[config.mk]
export PLATFORM = sky130hd
export DESIGN_NAME = mnst_ctrl
export DESIGN_NICKNAME = d
export VERILOG_FILES = /design/src/design/mnst_pkg.sv /design/src/design/mnst_ctrl.sv
export SDC_FILE = /design/constraint.sdc
export NUM_CORES = 1
export LEC_CHECK = 0
export ABC_AREA = 1
export BUFFER_PORTS_ARGS = -buffer_cell sky130_fd_sc_hd__buf_4
export CORE_AREA = 2 2 39 41
export DETAILED_ROUTE_END_ITERATION = 6
export DIE_AREA = 0 0 41 43
export PLACE_DENSITY = 0.46
export SETUP_SLACK_MARGIN = 0.3
export SLEW_MARGIN = 20
export SYNTH_ARGS = -nofsm -noshare
export SYNTH_HDL_FRONTEND = slang
export SYNTH_SLANG_ARGS = --single-unit
[constraint.sdc]
create_clock -name clk -period 1.22 [get_ports clk]
set_input_delay 0 -clock clk [delete_from_list [all_inputs] [get_ports clk]]
set_output_delay 0 -clock clk [all_outputs]
set_load 0.01 [all_outputs]
[src/design/mnst_pkg.sv]
// Shared types and constants for the max non-adjacent sum tree.
// Used by mnst_ctrl, mnst_datapath and the top level; no dependencies.
package mnst_pkg;

	localparam int MODE_W  = 1;
	localparam int POS_W   = 16;
	localparam int VALUE_W = 20;
	localparam int SUM_W   = 36;
	localparam int TOTAL_W = 64;
	localparam int ROW_W   = 4 * SUM_W;   // {both, right, left, none}
	localparam int MAX_TREE_BITS = POS_W; // positions from 2^16 up are unreachable

	typedef enum logic [2:0] {
		ST_CLEAR,
		ST_IDLE,
		ST_LEAF,
		ST_CLIMB,
		ST_ROOT_RD,
		ST_ROOT_LD,
		ST_BEST,
		ST_FINISH
	} state_t;

	// controller -> datapath
	typedef struct packed {
		logic clr_step;
		logic load;
		logic leaf;
		logic climb;
		logic root_rd;
		logic root_ld;
		logic best;
		logic finish;
	} cmd_t;

	// datapath -> controller
	typedef struct packed {
		logic clear_last;
		logic in_range;
		logic at_top;
		logic out_free;
	} sts_t;

endpackage

[src/design/mnst_ctrl.sv]
// Controller: sequences the clearing pass, leaf write, path climb or root read, and result.
// Depends on mnst_pkg.
module mnst_ctrl
	import mnst_pkg::*;
(
	input  logic clk,
	input  logic arst_n,
	input  logic in_valid,
	output logic in_stall,
	input  sts_t sts,
	output cmd_t cmd
);

	state_t state_q, state_d;
	logic   accept;

	assign accept = in_valid && !in_stall;

	always_ff @(posedge clk or negedge arst_n) begin
		if (!arst_n) begin
			state_q <= ST_CLEAR;
		end else begin
			state_q <= state_d;
		end
	end

	always_comb begin
		state_d = state_q;
		case (state_q)
			ST_CLEAR: begin
				if (sts.clear_last) state_d = ST_IDLE;
			end
			ST_IDLE: begin
				if (in_valid) state_d = sts.in_range ? ST_LEAF : ST_ROOT_RD;
			end
			ST_LEAF:    state_d = ST_CLIMB;
			ST_CLIMB: begin
				if (sts.at_top) state_d = ST_BEST;
			end
			ST_ROOT_RD: state_d = ST_ROOT_LD;
			ST_ROOT_LD: state_d = ST_BEST;
			ST_BEST:    state_d = ST_FINISH;
			ST_FINISH: begin
				if (sts.out_free) state_d = ST_IDLE;
			end
			default:    state_d = ST_CLEAR;
		endcase
	end

	always_comb begin
		cmd      = '0;
		in_stall = 1'b1;
		case (state_q)
			ST_CLEAR:   cmd.clr_step = 1'b1;
			ST_IDLE: begin
				in_stall = 1'b0;
				cmd.load = in_valid;
			end
			ST_LEAF:    cmd.leaf = 1'b1;
			ST_CLIMB:   cmd.climb = 1'b1;
			ST_ROOT_RD: cmd.root_rd = 1'b1;
			ST_ROOT_LD: cmd.root_ld = 1'b1;
			ST_BEST:    cmd.best = 1'b1;
			ST_FINISH:  cmd.finish = sts.out_free;
			default:    cmd = '0;
		endcase
	end

`ifndef SYNTHESIS
	a_accept_dispatch: assert property (@(posedge clk) disable iff (!arst_n)
		accept |=> (state_q == ST_LEAF || state_q == ST_ROOT_RD))
		else $error("accepted beat not dispatched to leaf write or root read");

	a_climb_ends: assert property (@(posedge clk) disable iff (!arst_n)
		(state_q == ST_CLIMB && sts.at_top) |=> (state_q == ST_BEST))
		else $error("climb did not stop at the root");

	a_finish_slot_free: assert property (@(posedge clk) disable iff (!arst_n)
		cmd.finish |-> sts.out_free)
		else $error("result loaded while output slot still holds a beat");
`endif

endmodule
* Yosys cells after proc, flatten, opt, wreduce, memory -nomap -nowiden *
Cells that the tools add are included.

word-level totals
  output and inout bits = 9
  register bits = 3

cells by class
  equal/unequal tests = 11
  muxes and demuxes = 15
  reductions and logical operators = 2

operator list
  cell                                                             number
  3-bit case mux with 8 select lines                               1
  3-bit 2-to-1 mux                                                 5
  3-bit == test, second input constant                             4
  1-bit 2-to-1 mux                                                 9
  2-bit inequality test, second input constant                     4
  3-bit by 2-bit == test with 1-bit output, second input constant  2
  4-bit AND reduction                                              1
  3-bit by 1-bit == test with 1-bit output, second input constant  1
  3-bit logical NOT                                                1

* Depth between registers and ports, before layout *
  depth after elaboration = 3
  gate-level depth with buffers = 8
  mapped depth without buffers = 7

* Worst setup path after synthesis *
OpenSTA, ideal clock, no wires.

  kind = register to register
  start = reg state_q[0]
  end = reg state_q[1]
  stages on the path, launching flop included = 7
  arrival time = 1.121 ns
  library setup time = 0.065 ns
  buffers on the path = 1
  slack = 0.034 ns
  period minus slack after synthesis = 1.186 ns
  cell sequence = dfrtp_1 buf_4 nor3_1 nor2_1 nand2_1 nand2_1 nand2_1

on the way
  cells in the longest elaborated chain, start to end = 3

ends and longest elaborated chain
  item                                                                    RTL line         source
  start, declared                                                         mnst_ctrl.sv:14  state_t state_q, state_d;
  start signal, assigned                                                  mnst_ctrl.sv:23  state_q <= state_d;
  3-bit by 2-bit == test with 1-bit output, or another cell as far along  mnst_ctrl.sv:29  case (state_q)
  2-bit inequality test (no source line)                                  -
  4-bit AND reduction (no source line)                                    -

Several ways; a longest one is shown, not always the timed one.
A chain may end at the register's enable or synchronous reset.

==> key figures <==
STA
  • Final Hold Viols: 0
  • Minimum clock period: 1.189 ns
  • Slew Limit Headroom: 86.96%
  • Hold_ws: 0.08969 ns
  • Pins Over Slew Limit: 0
  • Worst Max-Slew Pin Slew: 0.1955 ns
  • FMAX: 841.1 MHz
  • Final setup vio count: 0
  • RSZ-0062 raised after global routing: true
  • Worst setup margin: 0.03113 ns
  • Final Cycle Share: 97.45%
  • Clk_skew: 0.001284 ns

Placed design
  • Dpl hpwl: 689 um
  • Dpl cells: 89
  • Final Wtd Congestion: 0.7653
  • PortBufs: 15
  • Worst slack, placed: -0.02077 ns

Worst setup path
  • Crit path launch: state_q[1]
  • Slowest cell on crit path: dfrtp_2
  • CP Capture Type: primary output
  • Reg2reg start: state_q[2]
  • Crit Path Max Fanout: 8
  • Critical path type: reg2out
  • CP Launch Type: flip-flop
  • Worst EP required: 1.22 ns
  • Largest stage delay, worst path: 0.47 ns
  • Worst EP arrival: 1.19 ns
  • CP Cell Sequence: inv_4 > nand3_4 > buf_6 > nor2_2 > buf_4

Clock tree
  • Clk sink count: 3
  • Clock Tree Root: clkbuf_4
  • CTS tree: built
  • Longest Clk Path Bufs: 2
  • CTS H-Tree Depth: 1
  • Worst skew pair latency: 0.24 ns
  • Num CTS Buffers: 3
  • Reg clk slew, reported paths: 0.04 ns

Floorplanning
  • Initial Utilization: 21.70%
  • Core box area: 1384 um2
  • Die Area: 1763 um2
  • Total I/O pin count: 16
  • Row cnt: 14
  • Die X: 41 um
  • Die H: 43 um

Detailed routing
  • Avg Vias per Cell: 4.340
  • Routed vias: 447
  • Routed wire length: 996 um
  • WL/cell: 9.670 um
  • Final ANT Viol Nets: 0
  • First DRT Iteration DRCs: 2
  • Post-route DRC: 0
  • DRT Pass-1 Iters: 2

Global routing
  • Total GRT Usage: 14.00%
  • Gr ovfl total: 0
  • Pin count of the biggest net entering global routing: 9
  • First-pass GRT wire length: 1.635 mm
  • Initial antenna violation count: 0
  • Vias in the first global route: 418

Power
  • Seq pwr share: 14.2%
  • Net Sw Frac: 43.64%
  • Clk network pwr share: 9.4%
  • Pint: 1.069 mW
  • Power Dens Cells: 2706 nW/um2
  • Comb power frac: 76.4%
  • Final Total Pwr: 1.896 mW
  • NetSw: 827.5 uW
  • Leak: 0.3796 nW
  • Worst VDD drop: 1.010 mV

Finish
  • Nets@finish: 95
  • Commonest non-fill, non-tap cell in the layout: buf_4
  • Final Util: 50.63%
  • Max reg flops: 3
  • Layout fillers: 141
  • Most frequent cells in the layout: 23 x buf_4, 10 x nand2_1, 10 x buf_6
  • Area growth, synth to finish: 133.3%
  • Non-Filler Instances: 103
  • Top Registers: state_q: 3 flops
  • ANT cells: 0
  • Fraction of layout cells with a size suffix above 1: 65.52%
  • Top reg by flops: state_q

Run
  • Max Cap Viol: 0

Status
  • Status: finished clean

Synth
  • Top cells by area, synth: dfrtp_1 25%, nand2_1 16%, inv_1 10%
  • Leading area contributor after synthesis: dfrtp_1
  • Synth unique cells: 13
  • Syn Area/Cell: 5.888 um2
  • Synth Net Count: 58
  • Ys Warns: 0
  • Mapped Area: 300.3 um2
  • Register area share after synthesis: 25.00%
  • Synthesized flop and latch total: 3
  • Cell count after synthesis: 51
  • Yosys top cell area share: 25.00%

Hold path
  • Hold crit path type: in2async
-- synthesized netlist by cell type, drive strengths merged --
master and instances:
buf 2, o21ai 3, nor3 4, nand2 13, nand4 1, nor2 10
nand3 5, inv 10, dfrtp 3
-- metrics by stage --
stage / setup TNS (ns) / area [um2]
after CTS: 0 / 681.9
after global placement: -0.05686 / 519.2
final: 0 / 700.7
after detailed placement: -0.02077 / 519.2
after floorplan: 0 / 341.6
after global routing: -0.2329 / 700.7
-- worst paths after layout --
| path | endpoint | slack, ns | depth (start not counted) |
|---|---|---|---|
| worst min register to register | state_q[0] | 0.70 | 3 |
| min in group clk | state_q[2] | 0.10 | 4 |
| worst max-delay path | cmd[6] | 0.03 | 5 |
| worst max register to register | state_q[1] | 0.05 | 7 |
| worst min-delay path | state_q[0] | 0.09 | 2 |
| max in group asynchronous | state_q[1] | 1.03 | 2 |
-- cell type report --
type / count / area [um2] / area share [%]
well taps: 16 / 20.02 / 2.857
flip-flops and latches: 3 / 78.83 / 11.25
repair buffers: 34 / 295.3 / 42.14
inverters: 10 / 42.54 / 6.071
multi-input cells: 36 / 237.7 / 33.93
clock buffers: 4 / 26.28 / 3.750
-- routing by layer --
layer | vias up | wire (um) | track usage [%]
li1 | 229 | - | -
met1 | 208 | 401 | 16.56
met2 | 10 | 542 | 20.94
met3 | 0 | 51 | 7.853
met4 | 0 | 0 | 4.000
met5 | - | 0 | 0
-- critical path: cells and delay by family, from the launching register on --
kind / cells / cell delay (ns)
DFF: 1 / 0.47
buffers and inverters: 3 / 0.34
and+or+nand+nor: 2 / 0.14
-- what timing repair did --
| item | in CTS | in global routing |
|---|---|---|
| setup buffers | 9 | 0 |
| hold endpoints to repair | 3 | 0 |
| gates resized for setup | 16 | 6 |
| pin swaps | 3 | 2 |
| setup endpoints to repair | 12 | 12 |
| hold buffers | 1 | 0 |
-- power by group through the flow --
stage	combinational, mW	clock (mW)	sequential, mW
finish	1.45	0.178	0.268
global route	1.59	0.208	0.278
CTS	1.41	0.185	0.261
detailed placement	0.998	0	0.281
global placement	1.01	0	0.281
floorplan	0.675	0	0.222
-- kinds of logic after synthesis --
family	count (synthesis)	share of synthesized area, %
simple gates	33	52.50
flops	3	25.00
buf+inv	12	17.50
compound gates	3	4.999
Power figures use the tool's default switching activity.
